$ cat src/design/wdm_pkg.sv
// ----------------------------------------------------------------------------
// wdm_pkg: shared definitions for the weighted density matrix unit
// Sizes, codes and the control word that the sequencer hands to the
// multiply-accumulate datapath.
// ----------------------------------------------------------------------------
`default_nettype none

package wdm_pkg;

    // storage sizing
    localparam int MAX_BASIS    = 64;
    localparam int MAX_ORBITALS = 64;
    localparam int DEPTH        = MAX_BASIS * MAX_ORBITALS;
    localparam int ADDR_W       = (DEPTH > 1) ? $clog2(DEPTH) : 1;
    // orbital counter holds the end value itself, the index part does not
    localparam int K_W          = $clog2(MAX_ORBITALS + 1);
    localparam int K_IDX_W      = (MAX_ORBITALS > 1) ? $clog2(MAX_ORBITALS) : 1;

    // fixed field widths
    localparam int COEF_W    = 32;
    localparam int DENS_W    = 64;
    localparam int IDX_W     = 6;
    localparam int CFG_W     = 7;
    localparam int CFG_IDX_W = 3;
    localparam int WEIGHT_W  = 17;
    localparam int MUL_W     = 33;
    localparam int PROD_W    = 2 * MUL_W;
    localparam int FRAC_BITS = 29;
    localparam logic [WEIGHT_W-1:0] WEIGHT_MAX = 17'h1FFFF;

    // weight divider: dividend is (num << 16) + den/2
    localparam int DIV_W     = 23;
    localparam int DIV_CNT_W = 5;

    // command codes
    localparam logic CMD_LOAD = 1'b0;
    localparam logic CMD_READ = 1'b1;

    // status codes
    localparam logic [1:0] ST_OK    = 2'd0;
    localparam logic [1:0] ST_RANGE = 2'd1;
    localparam logic [1:0] ST_SAT   = 2'd2;

    // configuration register indexes
    localparam logic [CFG_IDX_W-1:0] CFG_BASIS = 3'd0;
    localparam logic [CFG_IDX_W-1:0] CFG_SHELL_START = 3'd1;
    localparam logic [CFG_IDX_W-1:0] CFG_SHELL_END = 3'd2;
    localparam logic [CFG_IDX_W-1:0] CFG_ELECTRONS = 3'd3;

    // multiplier operations
    localparam logic [1:0] MAC_NOP  = 2'd0;
    localparam logic [1:0] MAC_PROD = 2'd1;
    localparam logic [1:0] MAC_WLO  = 2'd2;
    localparam logic [1:0] MAC_WHI  = 2'd3;

    typedef struct packed {
        logic [1:0] op;
        logic       acc_clr;
        logic       acc_add;
        logic       full;
    } t_mac_ctl;

endpackage

`default_nettype wire

$ cat src/design/wdm_mac.sv
// ----------------------------------------------------------------------------
// wdm_mac: shared multiplier and saturating accumulator
// One 33x33 signed multiplier forms C*C, then the weight partial products;
// the term is floored to Q.29 and added with 64-bit saturation.
// ----------------------------------------------------------------------------
`default_nettype none

module wdm_mac (
    input  wire logic                          i_clk,
    input  wire wdm_pkg::t_mac_ctl             i_ctl,
    input  wire logic [wdm_pkg::COEF_W-1:0]    i_coef_a,
    input  wire logic [wdm_pkg::COEF_W-1:0]    i_coef_b,
    input  wire logic [wdm_pkg::WEIGHT_W-1:0]  i_weight,
    output logic      [wdm_pkg::DENS_W-1:0]    o_acc,
    output logic                               o_sat
);

    localparam int TERM_W = 50;

    logic signed [wdm_pkg::MUL_W-1:0]  mul_x;
    logic signed [wdm_pkg::MUL_W-1:0]  mul_y;
    logic signed [wdm_pkg::PROD_W-1:0] mul_p;
    logic        [wdm_pkg::PROD_W-1:0] r_mul;
    logic        [wdm_pkg::DENS_W-1:0] r_prod;
    logic        [wdm_pkg::WEIGHT_W-1:0] r_lohi;
    logic        [wdm_pkg::DENS_W-1:0] r_acc;
    logic                              r_sat;

    logic [TERM_W-1:0]                 part_sum;
    logic [wdm_pkg::DENS_W:0]          term;
    logic [wdm_pkg::DENS_W:0]          sum;

    // operand select for the shared multiplier
    always_comb begin
        case (i_ctl.op)
            wdm_pkg::MAC_PROD: begin
                mul_x = {i_coef_a[wdm_pkg::COEF_W-1], i_coef_a};
                mul_y = {i_coef_b[wdm_pkg::COEF_W-1], i_coef_b};
            end
            wdm_pkg::MAC_WLO: begin
                mul_x = {1'b0, r_mul[31:0]};
                mul_y = {16'd0, i_weight};
            end
            wdm_pkg::MAC_WHI: begin
                mul_x = {r_prod[63], r_prod[63:32]};
                mul_y = {16'd0, i_weight};
            end
            default: begin
                mul_x = '0;
                mul_y = '0;
            end
        endcase
    end

    assign mul_p = mul_x * mul_y;

    // multiplier result and saved operands
    always_ff @(posedge i_clk) begin
        if (i_ctl.op != wdm_pkg::MAC_NOP) begin
            r_mul <= mul_p;
        end
        if (i_ctl.op == wdm_pkg::MAC_WLO) begin
            r_prod <= r_mul[wdm_pkg::DENS_W-1:0];
        end
        if (i_ctl.op == wdm_pkg::MAC_WHI) begin
            r_lohi <= r_mul[48:32];
        end
    end

    // term: full weight is p >> 29; partial is (hi + lo >> 32) >> 13
    always_comb begin
        part_sum = {r_mul[48], r_mul[48:0]} + {33'd0, r_lohi};
        if (i_ctl.full) begin
            term = {{30{r_mul[63]}}, r_mul[63:wdm_pkg::FRAC_BITS]};
        end else begin
            term = {{28{part_sum[TERM_W-1]}}, part_sum[TERM_W-1:13]};
        end
        sum = {r_acc[wdm_pkg::DENS_W-1], r_acc} + term;
    end

    // saturating accumulator
    always_ff @(posedge i_clk) begin
        if (i_ctl.acc_clr) begin
            r_acc <= '0;
            r_sat <= 1'b0;
        end else if (i_ctl.acc_add) begin
            if (sum[wdm_pkg::DENS_W] != sum[wdm_pkg::DENS_W-1]) begin
                r_acc <= sum[wdm_pkg::DENS_W] ? {1'b1, 63'd0} : {1'b0, {63{1'b1}}};
                r_sat <= 1'b1;
            end else begin
                r_acc <= sum[wdm_pkg::DENS_W-1:0];
            end
        end
    end

    assign o_acc = r_acc;
    assign o_sat = r_sat;

endmodule

`default_nettype wire

$ cat config.mk
export PLATFORM = sky130hd
export DESIGN_NAME = wdm_mac
export DESIGN_NICKNAME = d
export VERILOG_FILES = /design/src/design/wdm_pkg.sv /design/src/design/wdm_mac.sv
export SDC_FILE = /design/constraint.sdc
export NUM_CORES = 2
export LEC_CHECK = 0
export BUFFER_PORTS_ARGS = -buffer_cell sky130_fd_sc_hd__buf_2
export CORE_MARGIN = 10
export CORE_UTILIZATION = 50
export CTS_BUF_LIST = sky130_fd_sc_hd__clkbuf_16
export DETAILED_ROUTE_END_ITERATION = 16
export GPL_ROUTABILITY_DRIVEN = 0
export GPL_TIMING_DRIVEN = 0
export PLACE_DENSITY_LB_ADDON = 0.15
export SLEW_MARGIN = 20
export SYNTH_ARGS = -nofsm -noshare
export SYNTH_HDL_FRONTEND = slang
export SYNTH_SLANG_ARGS = --single-unit
$ cat constraint.sdc
create_clock -name i_clk -period 17.3 [get_ports i_clk]
set_clock_uncertainty 0.05 [all_clocks]
set_input_delay 4.325 -clock i_clk [delete_from_list [all_inputs] [get_ports i_clk]]
set_output_delay 4.325 -clock i_clk [all_outputs]
set_load 0.01 [all_outputs]
* After elaboration in Yosys (flattened, before gate mapping)
Index checks and enable logic that the tools add are counted.
** Operators by class
- Add/sub/neg operators :: 2
- Multipliers :: 1
- Equality and inequality tests :: 4
- Mux-type cells :: 5
- Reductions and logical operators :: 3
** Operators by type and width (number)
- $mux W64 :: 2
- $pmux W33 S3 :: 1
- $pmux W33 S2 :: 1
- $add A65 B65 Y65 :: 1
- $mux W65 :: 1
- $mul A33 B33 Y64 :: 1
- $add A49 B18 Y50 :: 1
- $eq A2 B2 Y1 const B :: 2
- $eq A2 B1 Y1 const B :: 1
- $reduce_and A2 Y1 :: 1
- $reduce_bool A2 Y1 :: 1
- $reduce_or A2 Y1 :: 1
- $ne A1 B1 Y1 :: 1
** Storage, ports and cells
- Register bits after elaboration :: 210
- Bits of input ports :: 87
- Output and inout bits :: 65
- Word-level logic and storage cells :: 20

* Logic depth before layout (Yosys ltp)
- Depth after elaboration :: 5
- Mapped depth :: 37

* Worst setup path after synthesis
Ideal clock, no wire load.
- Kind :: input to register
- From :: in i_ctl[4] (netlist name)
- To :: reg r_mul[51] (netlist name) (data pin)
- Arrival :: 13.911 ns
- Required time :: 16.991 ns
- Path slack :: 3.080 ns
- Cell stages on the path :: 33
- Buffers on the path :: 3
- Path through :: clkbuf_1 nor2_1 clkinv_1 o21ai_1 clkbuf_1 nor2_1 fa_1 inv_1 fa_1 inv_1 fa_1 inv_1 fa_1 inv_1 fa_1 fa_1 fa_1 inv_1 fa_1 inv_1 ha_1 clkbuf_1 a21oi_1 o21ai_0 a21oi_1 nor2_1 o211a_1 a2111oi_0 o31ai_1 a31oi_1 o21ai_0 a41oi_1 xnor2_1
** On the way
- Word-level cells in the longest chain between the ends :: 4
- Elaborated cells between the ends (all ways) :: 7
- Classes of those cells :: mul (1); eq/ne (3); mux (2); reduce/logical (1)
** Ends and longest elaborated chain
- from (decl) :: RTL line wdm_mac.sv:10 : input wire wdm_pkg::t_mac_ctl i_ctl,
- $eq A2 B2 Y1 :: RTL line wdm_mac.sv:35 : case (i_ctl.op)
- $reduce_or A2 Y1 (no line)
- $pmux W33 S2 :: RTL line wdm_mac.sv:35
- $mul A33 B33 Y64 * :: RTL line wdm_mac.sv:55 : assign mul_p = mul_x * mul_y;
- named net mul_p, one bit :: RTL line wdm_mac.sv:22 : logic signed [wdm_pkg::PROD_W-1:0] mul_p;
- to (signal assigned) :: RTL line wdm_mac.sv:60 : r_mul <= mul_p;
- to (decl) :: RTL line wdm_mac.sv:23 : logic [wdm_pkg::PROD_W-1:0] r_mul;
Mark *: on every way through the listed nets, which the timed path passes. The rest lies on a longest branch.
A chain may end at the register's enable or synchronous reset.

* Worst setup path after layout
- From :: in i_ctl[3] (netlist name)
- To :: reg r_mul[63] (netlist name) (data pin)
Same word-level chain as after synthesis.

==> reports/metrics.cfg <==
[cells_and_area]
fillers=9222
fin_nets=7184
register_area_um2=4690
multiInputGateArea_um2=40000
drive_above_1_share_pct=7.82
areaGrowthSynthToFinish_pct=7.26
fin_cells=6981
stdcell_area_um2=53400

[clocking]
cts_hold_buf=0
post_cts_buffers=0
cts-root-buf=clkbuf_16
htreeDepth=4
clock_latency_ps=460
cts_tree=yes
ctsResizeCount=0
numCtsBuffers=17
cts.sinks=178
clk_path_buf_depth=2
path_clk_slew_ps=70

[floorplanning]
initial_core_util_pct=50.6
core_area_um2=98600
num_io_pins=152
fp.dieW_um=336
die_area_um2=113000
die_h_um=336
rows=115

[hold_path]
hp-class=flip-flop to flip-flop

[route]
routed_wl_um=188000
wl_per_cell_um=26.9
drc=0
vias_per_cell=5.86
drt_iter0_drc=4689
ant_nets=0
vias=40900
first_pass_iters=6

[placed_design]
hpwl_um=160000
place_inst=6947
placed_area_um2=52800
port-buffer-count=147

[sta]
fmax_mhz=59.4
setup_violations=0
rsz0062_at_grt=false
min_period_ps=16830
drv_slew=0
worst_pin_slew_ps=1350
finalHoldViolCount=0
finalCritPeriodShare_pct=97.3
fin_setup_tns_ps=0
maxSlewHeadroom_pct=9.75

[yosys]
ys_seq_area_share_pct=9.42
synth_most_common_cell=fa_1
ys.flop_type=edfxtp_1
synthMuxAreaShare_pct=0.776
yosys.area_share.simple_pct=12.8
yosysTopAreaCell=fa_1
synthDistinctLibCells=80
async_reset_ff_share_pct=0
synth_top_family_by_area=adder cells
synthTopCellsByArea=fa_1, inv_1, ha_1
ys_top_cells_by_count=fa_1, inv_1, nor2_1, nand2_1, ha_1
yosys_register_bits=178
synth_xor_xnor_area_share_pct=3.03
netlist_area_um2=49800
synthesis.nets=6981
syn_inst=5476
syn_area_per_cell_um2=9.10
synth_top_area_share_pct=45.2
synth_edf_count=113
synth_adder_area_share_pct=54.0
synth-compound-area-share_pct=9.36
synth_warnings=0

[global_routing]
met2_usage_pct=49.2
met3_usage_pct=14.3
grt_pass1_wl_um=274000
grt_max_degree=71
grt_busiest_layer=met2
grtUsageTotal_pct=33.5
first_global_vias=41800
grt-ovfl-total=0
grt_antenna_before_repair=8
use_met1_pct=41.4

[run]
max_cap_violations=0

[setup_path]
worstPathRequired_ps=17480
critPathArrivalTime_ps=17000
slowest_stage=clkbuf_1
slowest_delay_ps=870
worstSetupStartpointType=input port
critPathKind=input port to flip-flop
crit_top_cell=fa_1
crit_fanout=10
endpoint_kind=flip-flop

[status]
status=finished clean

## flip-flops by register name, summed over array words and instances, names as in the netlist
register  cells
r_prod       32
o_acc        64
r_mul        64
o_sat         1
r_lohi       17
## placed cells by master (no fill, tap or decap), types with 13 or more instances in the layout
| cell type | synthesis | layout |
|---|---|---|
| buf_2 | 15 | 162 |
| and2_1 | 33 | 33 |
| a21o_1 | 85 | 85 |
| a22o_1 | 37 | 37 |
| a22oi_1 | 38 | 16 |
| nand2_1 | 674 | 674 |
| a211oi_2 | 60 | 60 |
| fa_1 | 1126 | 1125 |
| maj3_2 | 59 | 59 |
| o21a_1 | 21 | 21 |
| ha_1 | 292 | 292 |
| o21bai_1 | 27 | 27 |
| mux2_2 | 29 | 29 |
| nor2b_1 | 18 | 17 |
| o211ai_1 | 13 | 13 |
| nor3_1 | 14 | 14 |
| xnor2_1 | 98 | 98 |
| clkbuf_1 | 253 | 243 |
| inv_1 | 1111 | 1111 |
| a31oi_1 | 20 | 20 |
| dfxtp_1 | 65 | 65 |
| buf_6 | 7 | 23 |
| a22oi_2 | 0 | 22 |
| nand2b_1 | 17 | 17 |
| a21oi_1 | 144 | 140 |
| edfxtp_1 | 113 | 113 |
| clkbuf_16 | 0 | 17 |
| o21ai_0 | 104 | 102 |
| nor2_1 | 695 | 692 |
| and3_1 | 21 | 21 |
| nand4_1 | 37 | 37 |
| xor2_1 | 71 | 71 |
| a211oi_1 | 19 | 19 |
| nand3_1 | 37 | 37 |
## layer usage
metal  vias to the layer above  wire, um
li1                      17200         -
met1                     20600     68300
met2                      2520     79300
met3                       599     27600
met4                        16     12500
met5                         -       257
## cell type report
class / instances / area share, %
diodes: 2 / 0.00937
flip-flops and latches: 178 / 8.78
plain buffers: 285 / 2.16
inverters: 1113 / 7.83
clock buffers: 17 / 0.796
multi-input cells: 3900 / 74.8
clock inverters: 15 / 0.361
repair buffers: 184 / 2.26
well taps: 1287 / 3.01
## metrics by stage
| stage | hold WS (ps) | setup WS, ps | util, % |
|---|---|---|---|
| floorplan | 377 | 3080 | - |
| global placement | 411 | -1250 | 52.9 |
| detailed placement | 414 | 439 | 53.6 |
| CTS | 424 | 877 | 54.2 |
| global route | 468 | 96.6 | 54.2 |
| finish | 422 | 475 | 54.2 |
## final timing paths
check             start         to  slack [ps]  depth (start not counted)
max            i_ctl[3]  r_mul[63]         470                         35
min reg2reg       o_sat      o_sat         420                          2
min               o_sat      o_sat         420                          2
max reg2reg  r_prod[63]  r_mul[63]        6030                         33
## critical path, delay by kind of cell
family,cells,cell delay (ps)
buf+inv,12,4120
xor+xnor,1,370
fa+ha+maj,9,4370
simple gates,3,1000
compound gates,10,2750
## cell families after synthesis
| family | count (synthesis) |
|---|---|
| compound gates | 645 |
| fa+ha+maj | 1481 |
| xor+xnor | 170 |
| buf+inv | 1398 |
| flops | 178 |
| mux | 35 |
| simple gates | 1569 |
Power is not shown: default switching activity piles up to over one toggle a cycle in this logic, so the estimate is an artifact.
