File: src/design/wdm_pkg.sv
// ----------------------------------------------------------------------------
// wdm_pkg: shared definitions for the weighted density matrix unit
// Sizes, codes and the control word that the sequencer hands to the
// multiply-accumulate datapath.
// ----------------------------------------------------------------------------
`default_nettype none

package wdm_pkg;

    // storage sizing
    localparam int MAX_BASIS    = 64;
    localparam int MAX_ORBITALS = 64;
    localparam int DEPTH        = MAX_BASIS * MAX_ORBITALS;
    localparam int ADDR_W       = (DEPTH > 1) ? $clog2(DEPTH) : 1;
    // orbital counter holds the end value itself, the index part does not
    localparam int K_W          = $clog2(MAX_ORBITALS + 1);
    localparam int K_IDX_W      = (MAX_ORBITALS > 1) ? $clog2(MAX_ORBITALS) : 1;

    // fixed field widths
    localparam int COEF_W    = 32;
    localparam int DENS_W    = 64;
    localparam int IDX_W     = 6;
    localparam int CFG_W     = 7;
    localparam int CFG_IDX_W = 3;
    localparam int WEIGHT_W  = 17;
    localparam int MUL_W     = 33;
    localparam int PROD_W    = 2 * MUL_W;
    localparam int FRAC_BITS = 29;
    localparam logic [WEIGHT_W-1:0] WEIGHT_MAX = 17'h1FFFF;

    // weight divider: dividend is (num << 16) + den/2
    localparam int DIV_W     = 23;
    localparam int DIV_CNT_W = 5;

    // command codes
    localparam logic CMD_LOAD = 1'b0;
    localparam logic CMD_READ = 1'b1;

    // status codes
    localparam logic [1:0] ST_OK    = 2'd0;
    localparam logic [1:0] ST_RANGE = 2'd1;
    localparam logic [1:0] ST_SAT   = 2'd2;

    // configuration register indexes
    localparam logic [CFG_IDX_W-1:0] CFG_BASIS = 3'd0;
    localparam logic [CFG_IDX_W-1:0] CFG_SHELL_START = 3'd1;
    localparam logic [CFG_IDX_W-1:0] CFG_SHELL_END = 3'd2;
    localparam logic [CFG_IDX_W-1:0] CFG_ELECTRONS = 3'd3;

    // multiplier operations
    localparam logic [1:0] MAC_NOP  = 2'd0;
    localparam logic [1:0] MAC_PROD = 2'd1;
    localparam logic [1:0] MAC_WLO  = 2'd2;
    localparam logic [1:0] MAC_WHI  = 2'd3;

    typedef struct packed {
        logic [1:0] op;
        logic       acc_clr;
        logic       acc_add;
        logic       full;
    } t_mac_ctl;

endpackage

`default_nettype wire

File: src/design/wdm_div.sv
// ----------------------------------------------------------------------------
// wdm_div: partial shell weight divider
// Restoring divider, one quotient bit per cycle, rounds to nearest and
// saturates the quotient to the Q1.16 weight range.
// ----------------------------------------------------------------------------
`default_nettype none

module wdm_div (
    input  wire logic                          i_clk,
    input  wire logic                          i_rst_n,
    input  wire logic                          i_start,
    input  wire logic [wdm_pkg::CFG_W-1:0]     i_num,
    input  wire logic [wdm_pkg::CFG_W-1:0]     i_den,
    output logic                               o_done,
    output logic      [wdm_pkg::WEIGHT_W-1:0]  o_weight
);

    logic                            r_busy;
    logic [wdm_pkg::DIV_CNT_W-1:0]   r_cnt;
    logic [wdm_pkg::CFG_W-1:0]       r_den;
    logic [wdm_pkg::CFG_W-1:0]       r_rem;
    logic [wdm_pkg::DIV_W-1:0]       r_quo;
    logic                            r_done;

    logic [wdm_pkg::CFG_W:0]         trial;
    logic [wdm_pkg::CFG_W:0]         diff;
    logic                            qbit;
    logic [wdm_pkg::DIV_W-1:0]       dividend;

    // dividend with the rounding half already added
    assign dividend = {i_num, 16'd0} + wdm_pkg::DIV_W'(i_den >> 1);

    // one restoring step
    always_comb begin
        trial = {r_rem, r_quo[wdm_pkg::DIV_W-1]};
        diff  = trial - {1'b0, r_den};
        qbit  = (trial >= {1'b0, r_den});
    end

    // control
    always_ff @(posedge i_clk) begin
        if (!i_rst_n) begin
            r_busy <= 1'b0;
            r_done <= 1'b0;
            r_cnt  <= '0;
        end else if (i_start) begin
            r_busy <= 1'b1;
            r_done <= 1'b0;
            r_cnt  <= wdm_pkg::DIV_CNT_W'(wdm_pkg::DIV_W - 1);
        end else if (r_busy) begin
            r_cnt  <= r_cnt - 1'b1;
            r_busy <= (r_cnt != '0);
            r_done <= (r_cnt == '0);
        end else begin
            r_done <= 1'b0;
        end
    end

    // datapath
    always_ff @(posedge i_clk) begin
        if (i_start) begin
            r_den <= i_den;
            r_rem <= '0;
            r_quo <= dividend;
        end else if (r_busy) begin
            r_rem <= qbit ? diff[wdm_pkg::CFG_W-1:0] : trial[wdm_pkg::CFG_W-1:0];
            r_quo <= {r_quo[wdm_pkg::DIV_W-2:0], qbit};
        end
    end

    assign o_done   = r_done;
    assign o_weight = (|r_quo[wdm_pkg::DIV_W-1:wdm_pkg::WEIGHT_W]) ? wdm_pkg::WEIGHT_MAX
                                                                   : r_quo[wdm_pkg::WEIGHT_W-1:0];

endmodule

`default_nettype wire

File: config.mk
export PLATFORM = sky130hd
export DESIGN_NAME = wdm_div
export DESIGN_NICKNAME = d
export VERILOG_FILES = /design/src/design/wdm_pkg.sv /design/src/design/wdm_div.sv
export SDC_FILE = /design/constraint.sdc
export NUM_CORES = 1
export LEC_CHECK = 0
export ABC_AREA = 1
export BUFFER_PORTS_ARGS = -buffer_cell sky130_fd_sc_hd__buf_2
export CORE_MARGIN = 2
export CORE_UTILIZATION = 50
export DETAILED_ROUTE_END_ITERATION = 6
export GPL_TIMING_DRIVEN = 0
export PLACE_DENSITY = 0.79
export SYNTH_ARGS = -nofsm -noshare
export SYNTH_HDL_FRONTEND = slang
export SYNTH_SLANG_ARGS = --single-unit
File: constraint.sdc
create_clock -name i_clk -period 2.35 [get_ports i_clk]
set_input_delay 0.47 -clock i_clk [delete_from_list [all_inputs] [get_ports i_clk]]
set_output_delay 0.47 -clock i_clk [all_outputs]
set_load 0.1 [all_outputs]
Word-level counts from Yosys, hierarchy flattened --
Cells that the tools add are included.
Cells by class: reduce and logical (&&, ||, !) cells 6, bitwise gates (word level) 2, add/sub/neg operators 3, muxes and demuxes 8, order comparisons 1
Operators by type and width (number):
- two-way mux 23 bit | 2
- adder 23 x 6 -> 23 bit | 1
- two-way mux 17 bit | 1
- two-way mux 5 bit | 2
- greater-or-equal comparator 8 x 7 -> 1 bit | 1
- two-way mux 7 bit | 1
- subtractor 7 bit | 1
- OR reduction 6 bit | 1
- logical NOT 5 bit | 1
- nonzero test 5 bit | 1
- subtractor 5 x 1 -> 5 bit, second input constant | 1
- OR reduction 3 bit | 1
- two-way mux 1 bit | 2
- NOT 1 bit | 2
- nonzero test 2 bit | 1
- OR reduction 2 bit | 1
Word-level totals: logic and storage cells 27, output and inout port bits 18, flip-flop bits (word level) 44, input bits 17

Logic depth before layout (Yosys ltp) --
Gate-level depths: netlist (run 1).
depth in word-level cells 3, depth in mapped cells 12, depth with buffers taken out 12

Worst setup path after synthesis (run 1) --
No wires, ideal clock.
path type reg2out, from register r_quo[18] in the netlist's numbering, to output o_weight[10] in the netlist's numbering, required time 1.880 ns, cell stages (with the launch flop) 5, data arrival time 1.667 ns, path slack 0.213 ns, path through edfxtp_1 -> nor4_1 -> nor3b_4 -> buf_6 -> nand2_1
Between the ends: longest elaborated chain between the ends 2
Ends and longest elaborated chain:
- start, declared | line wdm_div.sv:22 | logic [wdm_pkg::DIV_W-1:0] r_quo;
- start signal, assigned | line wdm_div.sv:64 | r_quo <= dividend;
- start signal, assigned | line wdm_div.sv:67 | r_quo <= {r_quo[wdm_pkg::DIV_W-2:0], qbit};
- OR reduction 6 bit | line wdm_div.sv:72 | assign o_weight = (|r_quo[wdm_pkg::DIV_W-1:wdm_pkg::WEIGHT_W]) ? wdm_pkg::WEIGHT_MAX
- two-way mux 17 bit | line wdm_div.sv:72
- end, declared | line wdm_div.sv:15 | output logic [wdm_pkg::WEIGHT_W-1:0] o_weight
Every way passes these cells.

Final worst setup path (run 1) --
from register r_quo[22] in the netlist's numbering, to output o_weight[2] in the netlist's numbering
The elaborated chain is that of the path after synthesis.

==> run metrics, run 1 <==
starting density of the core=52.2%; combined global-route utilization of all metal layers=18.8%; power density normalized to cell area=655 mW/mm^2; wirelength, routed=4400 um; Post-route DRC=0; IR drop worst, VDD=0.468 mV; H-tree lvl count=2; Rel. slew slack=38.4%; vias per std cell=4.97; remaining antenna violation count=0; Yosys warning count=0; Final setup violation count=0; number of antenna violations at the first check in global routing=0; count of buffers from port buffering=34; Final Hold Vio Count=0; final worst hold slack=0.364 ns; count of inserted antenna diode cells=0; crit end category=primary output; min cycle time layout=2.26 ns; mean routed wirelength per cell=11.9 um; final worst setup slack=0.0944 ns; initial drt markers=119; die boundary height=71.7 um; number of fillers in the final layout=389; Max Clock Freq=443 MHz; number of iterations in the first detailed-routing pass=4; top flip-flop cell by instance count after synthesis=sky130_fd_sc_hd__edfxtp_1; type of the worst setup path=register to primary output; total nets after synthesis=299; Die X-Extent=71.7 um; path type of the worst min-delay path=primary input to register; CTS clk-pin slew, worst paths=0.08 ns; number of max-slew violations in the final report=0; leading cell types in the layout, fill and taps excluded=90 x sky130_fd_sc_hd__nand2_1, 48 x sky130_fd_sc_hd__inv_1, 30 x sky130_fd_sc_hd__edfxtp_1, 29 x sky130_fd_sc_hd__buf_2, 26 x sky130_fd_sc_hd__nor2_1; post-synth design cell area=0.00229 sq mm; leading cell type in the layout, fill and taps excluded=sky130_fd_sc_hd__nand2_1; startpoint type of the worst setup path=register; via count of the first global-routing pass=1758; WP data arrival=1.79 ns; clock latency reported for the late side of the worst-skew pair=0.28 ns; number of placement rows=24; hold bufs inserted after CTS=0; standard cell core area=0.00438 sq mm; cts bufs inserted=5; Leakage=1.25 nW; full die area=0.00513 sq mm; Via Count=1835; Seq cells post-synth=44; RePlAce Congestion=0.893; number of flops mapped to enable cells by yosys=30; Worst EP required=1.88 ns; buffer type at the clock tree root=sky130_fd_sc_hd__clkbuf_8; count of different cell masters after synthesis=30; wire length of the first global-routing pass=7690 um; skew final=0.00865 ns; max-capacitance violation count=0; fraction of final layout cells sized beyond drive strength 1=17.0%; fraction of registers with async set or reset after synthesis=0%; net count reported at finish=342; part of the cycle the worst path needs=96.0%; CTS tree=done; largest net degree at the start of global routing=26; register area share after synthesis=51.6%; Final HPWL DP=3390 um; status=finished, final reports clean; worst slack after detailed placement=0.0907 ns; actual slew at the worst max-slew pin=0.922 ns; mean area per synthesized cell=8.38 sq um; Gate Count Post-Synth=273; Pwr Total=1.73 mW; final total negative setup slack=0 ns; biggest fanout along the worst timing path=5; GRT Residual Overflow=0; number of clock sinks seen by CTS=44; maximum clock path buffer count=2; count of boundary I/O pins=35; area delta synth->final=15.6%
## path summary, 6_finish.rpt
kind,start,end,slack [ns],cells after the start
hold / removal,i_den[0],r_den[0],0.36,1
setup reg to reg,r_quo[22],r_quo[0],0.33,10
hold reg to reg,r_rem[4],r_rem[4],0.47,2
setup / recovery,r_quo[22],o_weight[2],0.09,5
## where the power goes
group,internal (mW),switching [mW]
Clock,0.239,0.238
Combinational,0.0977,0.224
Sequential,0.904,0.0293
Total,1.24,0.491
## Yosys cell counts (2+ instances only)
cell type                  count  area [sq um]
sky130_fd_sc_hd__nand2_1      90           338
sky130_fd_sc_hd__inv_1        48           180
sky130_fd_sc_hd__edfxtp_1     30           901
sky130_fd_sc_hd__nor2_1       26          97.6
sky130_fd_sc_hd__nand3_1      16          80.1
sky130_fd_sc_hd__dfxtp_1      14           280
sky130_fd_sc_hd__ha_1          8           100
sky130_fd_sc_hd__o21ai_0       7          35.0
sky130_fd_sc_hd__nand3b_1      5          37.5
sky130_fd_sc_hd__a21oi_1       3          15.0
sky130_fd_sc_hd__clkbuf_1      3          11.3
sky130_fd_sc_hd__a31oi_1       2          12.5
sky130_fd_sc_hd__nand3_2       2          20.0
sky130_fd_sc_hd__nand4_1       2          12.5
sky130_fd_sc_hd__xor2_1        2          17.5
## what timing repair did
item | in CTS | in global routing
resized for setup | 0 | 6
cloned | 0 | 0
endpoints found under the setup margin | 10 | 5
setup buffers | 2 | 0
## logic make-up after synthesis
family	synth area share, %
compound gates	4.54
xor+xnor	0.766
fa+ha+maj	5.25
buf+inv	9.24
flops	51.6
simple gates	28.6
## metrics by stage
step | cell area [sq um] | utilization, % | std cells
after global routing | 2650 | 60.3 | 369
after floorplan | 2290 | - | 273
final | 2650 | 60.3 | 369
after detailed placement | 2520 | 57.6 | 359
after CTS | 2630 | 60.0 | 369
after global placement | 2520 | 57.6 | 359
## registers in the layout, summed over array words and instances, names as in the netlist
signal,cells
r_quo,23
r_den,7
r_rem,7
r_cnt,5
o_done,1
r_busy,1
## worst max-delay path, stage by stage (launching register included)
cell and delay [ns]:
sky130_fd_sc_hd__edfxtp_1 0.42, sky130_fd_sc_hd__nor4_1 0.25, sky130_fd_sc_hd__nor3b_4 0.30, sky130_fd_sc_hd__buf_4 0.19, sky130_fd_sc_hd__nand2_1 0.06, sky130_fd_sc_hd__clkbuf_4 0.28
## routing by layer
metal | up-vias | global-route usage [%] | share of wire [%]
met2 | 45 | 30.3 | 48
met4 | 0 | 5.24 | 1.5
met5 | - | 0 | 0
met1 | 836 | 25.6 | 47
met3 | 6 | 4.22 | 3.6
li1 | 948 | - | -
## layout make-up
| cell class | count | area (sq um) | share of cell area, % |
|---|---|---|---|
| plain buffers | 5 | 27.5 | 1.04 |
| clock buffers | 7 | 86.3 | 3.26 |
| clock inverters | 1 | 7.51 | 0.284 |
| inverters | 49 | 184 | 6.95 |
| multi-input cells | 175 | 896 | 33.9 |
| flip-flops and latches | 44 | 1180 | 44.7 |
| well taps | 52 | 65.1 | 2.46 |
| repair buffers | 36 | 198 | 7.47 |
(Power assumes the default switching activity.)
==> run 2, diff against run 1 <==
- PLACE_DENSITY: 0.79 -> 0.72
==> run 2 against run 1 <==
  * Register-to-register slack about the same
  * Maximum frequency down 0.25%
  * Routed wire length down 1.3%
  * Clock power up 16%
  * Combinational power down 1%
  * Via count down 0.76%
  * First-iteration DRC count down 33%
  * Largest power group unchanged
  * Non-clock buffer count unchanged
  * Global-route usage down 0.45 points
  * Sequential share of layout area down 0.17 points
==> run metrics, run 2 (synthesis gave the netlist of run 1 again) <==
status=finished, final reports clean (unchanged); max FFs per register=23 (unchanged); number of max-slew violations in the final report=0 (unchanged); cts bufs inserted=5 (unchanged); Leakage=1.26 nW (was 1.25 nW); via count of the first global-routing pass=1652 (was 1758); GRT Residual Overflow=0 (unchanged); standard cell core area=0.00438 sq mm (unchanged); combined global-route utilization of all metal layers=18.3% (was 18.8%); number of placement rows=24 (unchanged); path type of the worst min-delay path=primary input to register (unchanged); startpoint type of the worst setup path=register (unchanged); worst slack after detailed placement=0.0697 ns (was 0.0907 ns); leading cell types in the layout, fill and taps excluded=90 x sky130_fd_sc_hd__nand2_1, 48 x sky130_fd_sc_hd__inv_1, 30 x sky130_fd_sc_hd__buf_2, 30 x sky130_fd_sc_hd__edfxtp_1, 26 x sky130_fd_sc_hd__nor2_1 (was 90 x sky130_fd_sc_hd__nand2_1, 48 x sky130_fd_sc_hd__inv_1, 30 x sky130_fd_sc_hd__edfxtp_1, 29 x sky130_fd_sc_hd__buf_2, 26 x sky130_fd_sc_hd__nor2_1); hold bufs inserted after CTS=0 (unchanged); net count reported at finish=342 (unchanged); maximum clock path buffer count=2 (unchanged); CTS tree=done (unchanged); mean routed wirelength per cell=11.8 um (was 11.9 um); count of inserted antenna diode cells=0 (unchanged); Final Hold Vio Count=0 (unchanged); count of buffers from port buffering=34 (unchanged); starting density of the core=52.2% (unchanged); number of clock sinks seen by CTS=44 (unchanged); min cycle time layout=2.26 ns (about the same); Post-route DRC=0 (unchanged); wire length of the first global-routing pass=7370 um (was 7690 um); wirelength, routed=4340 um (was 4400 um); actual slew at the worst max-slew pin=0.923 ns (was 0.922 ns); power density normalized to cell area=680 mW/mm^2 (was 655 mW/mm^2); Final setup violation count=0 (unchanged); count of boundary I/O pins=35 (unchanged); registers with the highest flip-flop counts=r_quo: 23 flops, r_den: 7 flops, r_rem: 7 flops (unchanged); area delta synth->final=16.0% (was 15.6%); Via Count=1821 (was 1835); initial drt markers=80 (was 119); Rel. slew slack=38.4% (about the same); largest net degree at the start of global routing=26 (unchanged); crit end category=primary output (unchanged); remaining antenna violation count=0 (unchanged); type of the worst setup path=register to primary output (unchanged); final total negative setup slack=0 ns (unchanged); die boundary height=71.7 um (unchanged); RePlAce Congestion=0.825 (was 0.893); WP data arrival=1.79 ns (about the same); buffer type at the clock tree root=sky130_fd_sc_hd__clkbuf_8 (unchanged); Worst EP required=1.88 ns (about the same); fraction of final layout cells sized beyond drive strength 1=16.7% (was 17.0%); biggest fanout along the worst timing path=5 (unchanged); CTS clk-pin slew, worst paths=0.08 ns (about the same); leading cell type in the layout, fill and taps excluded=sky130_fd_sc_hd__nand2_1 (unchanged); clock latency reported for the late side of the worst-skew pair=0.30 ns (was 0.28 ns); footprint of the multi-input gates=896 sq um (unchanged); number of fillers in the final layout=375 (was 389); part of the cycle the worst path needs=96.2% (was 96.0%); full die area=0.00513 sq mm (unchanged); Max Clock Freq=442 MHz (was 443 MHz); sequential cell area=0.00118 sq mm (unchanged); unrepaired setup endpoints after global routing=false; number of iterations in the first detailed-routing pass=4 (unchanged); skew final=0.00961 ns (was 0.00865 ns); Final HPWL DP=3300 um (was 3390 um); final worst setup slack=0.0888 ns (was 0.0944 ns); number of antenna violations at the first check in global routing=0 (unchanged); H-tree lvl count=2 (unchanged); depth of the most critical reg-to-reg path=12 (was 10); hold depth=1 (unchanged); largest register by flop count=r_quo (unchanged); Die X-Extent=71.7 um (unchanged); vias per std cell=4.93 (was 4.97); IR drop worst, VDD=0.484 mV (was 0.468 mV); max-capacitance violation count=0 (unchanged)
==> run 2: critical path, stage by stage, from the launching register on <==
cell and delay (ns):
sky130_fd_sc_hd__edfxtp_1 0.40, sky130_fd_sc_hd__nor4_1 0.29, sky130_fd_sc_hd__nor3b_4 0.29, sky130_fd_sc_hd__buf_4 0.18, sky130_fd_sc_hd__nand2_1 0.05, sky130_fd_sc_hd__buf_2 0.28
==> run 2: cell type report <==
| cell class | count | share of cell area, % |
|---|---|---|
| flip-flops and latches | 44 | 44.5 |
| multi-input cells | 175 | 33.7 |
| repair buffers | 36 | 7.35 |
| inverters | 49 | 6.93 |
| clock buffers | 5 | 2.59 |
| well taps | 52 | 2.45 |
| clock inverters | 3 | 1.41 |
| plain buffers | 5 | 1.04 |
==> run 2: power by group <==
| part | switching [mW] | total [mW] | internal, mW |
|---|---|---|---|
| clock | 0.245 | 0.555 | 0.310 |
| combinational | 0.220 | 0.317 | 0.0971 |
| sequential | 0.0292 | 0.933 | 0.904 |
==> run 2: metrics by stage <==
stage                     total power [mW]  std cells  util (%)  hold WS, ns  instance area [sq um]
after floorplan                       1.19        273         -        0.443                   2290
after global placement                1.26        359      57.6        0.457                   2520
after detailed placement              1.26        359      57.6        0.464                   2520
after CTS                             1.82        369      60.3        0.334                   2650
after global routing                  1.89        369      60.6        0.330                   2660
final                                 1.80        369      60.6        0.341                   2660
==> run 2: timing repair <==
action,CTS,global route
endpoints found under the setup margin,10,4
setup buffers,2,0
gates resized for setup,0,5
==> run 2: metal layers <==
layer  track usage (%)  share of wire (%)
met5                 0                  0
met4              7.34                1.6
met3              3.80                4.0
met2              29.7                 47
met1              24.2                 47
==> run 2: final timing paths <==
kind	from	end	slack (ns)
setup / recovery	r_quo[18]	o_weight[1]	0.09
hold / removal	i_den[0]	r_den[0]	0.34
setup reg to reg	r_quo[22]	r_rem[0]	0.33
hold reg to reg	r_rem[6]	r_rem[6]	0.47
==> run 3, diff against run 2 <==
- PLACE_DENSITY: 0.72 -> 0.74
- clock period: 2.35 -> 1.82 ns (I/O delays scaled with it)
==> run 3 against run 2 <==
  * The flow now finishes with violations (setup timing)
  * Cell count increased by 1.9%
  * First-iteration DRC count is 140% higher
  * Routed wire length up 29%
  * Sequential power up 30%
  * Core utilization grew 8.6 points
  * Hold slack got worse by 0.094 ns
  * Largest cell class unchanged
  * Clock skew is 0.00095 ns lower
  * Largest power group unchanged
  * Register-to-register slack got worse by 0.52 ns
  * Sequential cell count unchanged
==> run metrics, run 3 (synthesis gave the netlist of run 1 again) <==
status=finished with violations (was finished, final reports clean); failing checks=setup timing; biggest fanout along the worst timing path=6 (was 5); power density normalized to cell area=763 mW/mm^2 (was 680 mW/mm^2); area delta synth->final=32.5% (was 16.0%); actual slew at the worst max-slew pin=0.624 ns (was 0.923 ns); wirelength, routed=5590 um (was 4340 um); max FFs per register=23 (unchanged); count of boundary I/O pins=35 (unchanged); GRT Residual Overflow=0 (unchanged); registers with the highest flip-flop counts=r_quo: 23 flops, r_den: 7 flops, r_rem: 7 flops (unchanged); initial drt markers=190 (was 80); skew final=0.00865 ns (was 0.00961 ns); standard cell core area=0.00438 sq mm (unchanged); leading cell type in the layout, fill and taps excluded=sky130_fd_sc_hd__nand2_1 (unchanged); leading cell types in the layout, fill and taps excluded=71 x sky130_fd_sc_hd__nand2_1, 45 x sky130_fd_sc_hd__inv_1, 30 x sky130_fd_sc_hd__edfxtp_1, 25 x sky130_fd_sc_hd__nor2_1, 17 x sky130_fd_sc_hd__buf_2 (was 90 x sky130_fd_sc_hd__nand2_1, 48 x sky130_fd_sc_hd__inv_1, 30 x sky130_fd_sc_hd__buf_2, 30 x sky130_fd_sc_hd__edfxtp_1, 26 x sky130_fd_sc_hd__nor2_1); startpoint of the worst setup timing path=r_quo[18] (unchanged); H-tree lvl count=2 (unchanged); mean routed wirelength per cell=14.9 um (was 11.8 um); path type of the worst min-delay path=primary input to register (unchanged); Die X-Extent=71.7 um (unchanged); depth of the most critical reg-to-reg path=13 (was 12); Final setup violation count=25 (was 0); Final HPWL DP=3320 um (was 3300 um); max-capacitance violation count=0 (unchanged); crit end category=primary output (unchanged); combined global-route utilization of all metal layers=21.4% (was 18.3%); Final Hold Vio Count=0 (unchanged); number of iterations in the first detailed-routing pass=4 (unchanged); fraction of final layout cells sized beyond drive strength 1=28.1% (was 16.7%); maximum clock path buffer count=2 (unchanged); Rel. slew slack=58.2% (was 38.4%); final worst setup slack=-0.318 ns (was 0.0888 ns); end-of-flow core utilization=69.1% (was 60.6%); starting density of the core=52.2% (unchanged); CTS tree=done (unchanged); startpoint of the lowest-slack register-to-register path=r_quo[22] (unchanged); Worst EP required=1.46 ns (was 1.88 ns); vias per std cell=5.17 (was 4.93); Via Count=1943 (was 1821); wire length of the first global-routing pass=8460 um (was 7370 um); via count of the first global-routing pass=1813 (was 1652); count of buffers from port buffering=34 (unchanged); number of placement rows=24 (unchanged); IR drop worst, VDD=0.524 mV (was 0.484 mV); worst slack after detailed placement=-0.324 ns (was 0.0697 ns); clock latency reported for the late side of the worst-skew pair=0.30 ns (about the same); WP data arrival=1.77 ns (was 1.79 ns); Pwr Total=2.31 mW (was 1.80 mW); unrepaired setup endpoints after global routing=true (was false); largest net degree at the start of global routing=15 (was 26); remaining antenna violation count=0 (unchanged); capture instance of the worst register-to-register path=r_rem[5] (was r_rem[0]); startpoint type of the worst setup path=register (unchanged); RePlAce Congestion=0.923 (was 0.825); cell area after layout=0.00303 sq mm (was 0.00266 sq mm); Leakage=1.46 nW (was 1.26 nW); number of fillers in the final layout=326 (was 375); number of max-slew violations in the final report=0 (unchanged); number of clock sinks seen by CTS=44 (unchanged); number of antenna violations at the first check in global routing=0 (unchanged); CTS clk-pin slew, worst paths=0.09 ns (was 0.08 ns); part of the cycle the worst path needs=117%; min cycle time layout=2.14 ns; type of the worst setup path=register to primary output (unchanged); full die area=0.00513 sq mm (unchanged); total placed instance area=0.00252 sq mm (unchanged); Max Clock Freq=468 MHz; net count reported at finish=349 (was 342); die boundary height=71.7 um (unchanged); buffer type at the clock tree root=sky130_fd_sc_hd__clkbuf_8 (unchanged); count of inserted antenna diode cells=0 (unchanged); largest register by flop count=r_quo (unchanged); reg2reg setup slack=-0.19 ns (was 0.33 ns); Post-route DRC=0 (unchanged); crit path to=o_weight[6] (was o_weight[1]); final worst hold slack=0.248 ns (was 0.341 ns); cts bufs inserted=5 (unchanged)
-- run 3: repair_timing --
action,CTS,global route
endpoints found under the setup margin,35,25
pin swaps,1,5
hold buffers,0,0
gates cloned,2,0
resized for setup,56,47
setup buffers,3,4
-- run 3: how the worst min path moves through the flow --
stage | start | end | slack (ns) | cells past startpoint
detailed placement | r_rem[4] | r_rem[4] | 0.46 | 2
finish | i_den[0] | r_den[0] | 0.25 | 1
global route | i_den[0] | r_den[0] | 0.24 | 1
floorplan | r_rem[1] | r_rem[1] | 0.44 | 2
global placement | r_rem[4] | r_rem[4] | 0.46 | 2
CTS | i_den[0] | r_den[0] | 0.24 | 1
-- run 3: layout make-up --
cell class                 instances  area (sq um)  area share [%]
inverter                          49           188            6.19
clock inverter                     2          12.5           0.413
clock buffer                       6          72.6            2.39
buffer                             5          31.3            1.03
multi-input combinational        175          1010            33.4
timing repair buffer              42           462            15.2
sequential                        44          1180            39.0
tap                               52          65.1            2.15
timing repair inverter             1          7.51           0.248
-- run 3: through the flow --
stage	instances	setup TNS, ns
2_1_floorplan	273	-2.97
3_5_place_dp	359	-10.27
5_1_grt	376	-8.37
6_report	376	-5.93
4_1_cts	372	-4.00
3_3_place_gp	359	-9.91
-- run 3: report_power, final --
| group | internal, mW | leakage [nW] | switching (mW) |
|---|---|---|---|
| sequential | 1.17 | 0.422 | 0.0434 |
| clock | 0.268 | 0.0412 | 0.324 |
| combinational | 0.173 | 1.00 | 0.339 |
-- run 3: worst max-delay path, cell delays in order, from the launching register on --
cell and delay, ns:
sky130_fd_sc_hd__edfxtp_1 0.42, sky130_fd_sc_hd__nor4_2 0.29, sky130_fd_sc_hd__nor3b_4 0.22, sky130_fd_sc_hd__buf_6 0.15
sky130_fd_sc_hd__buf_6 0.12, sky130_fd_sc_hd__nand2_1 0.08, sky130_fd_sc_hd__buf_6 0.19
-- run 3: routing by layer --
layer	vias to the layer above	global-route usage (%)	routed length (um)
li1	965	-	-
met1	905	28.4	2310
met2	66	34.5	2840
met3	7	4.08	356
met4	0	9.01	84
met5	-	0	0
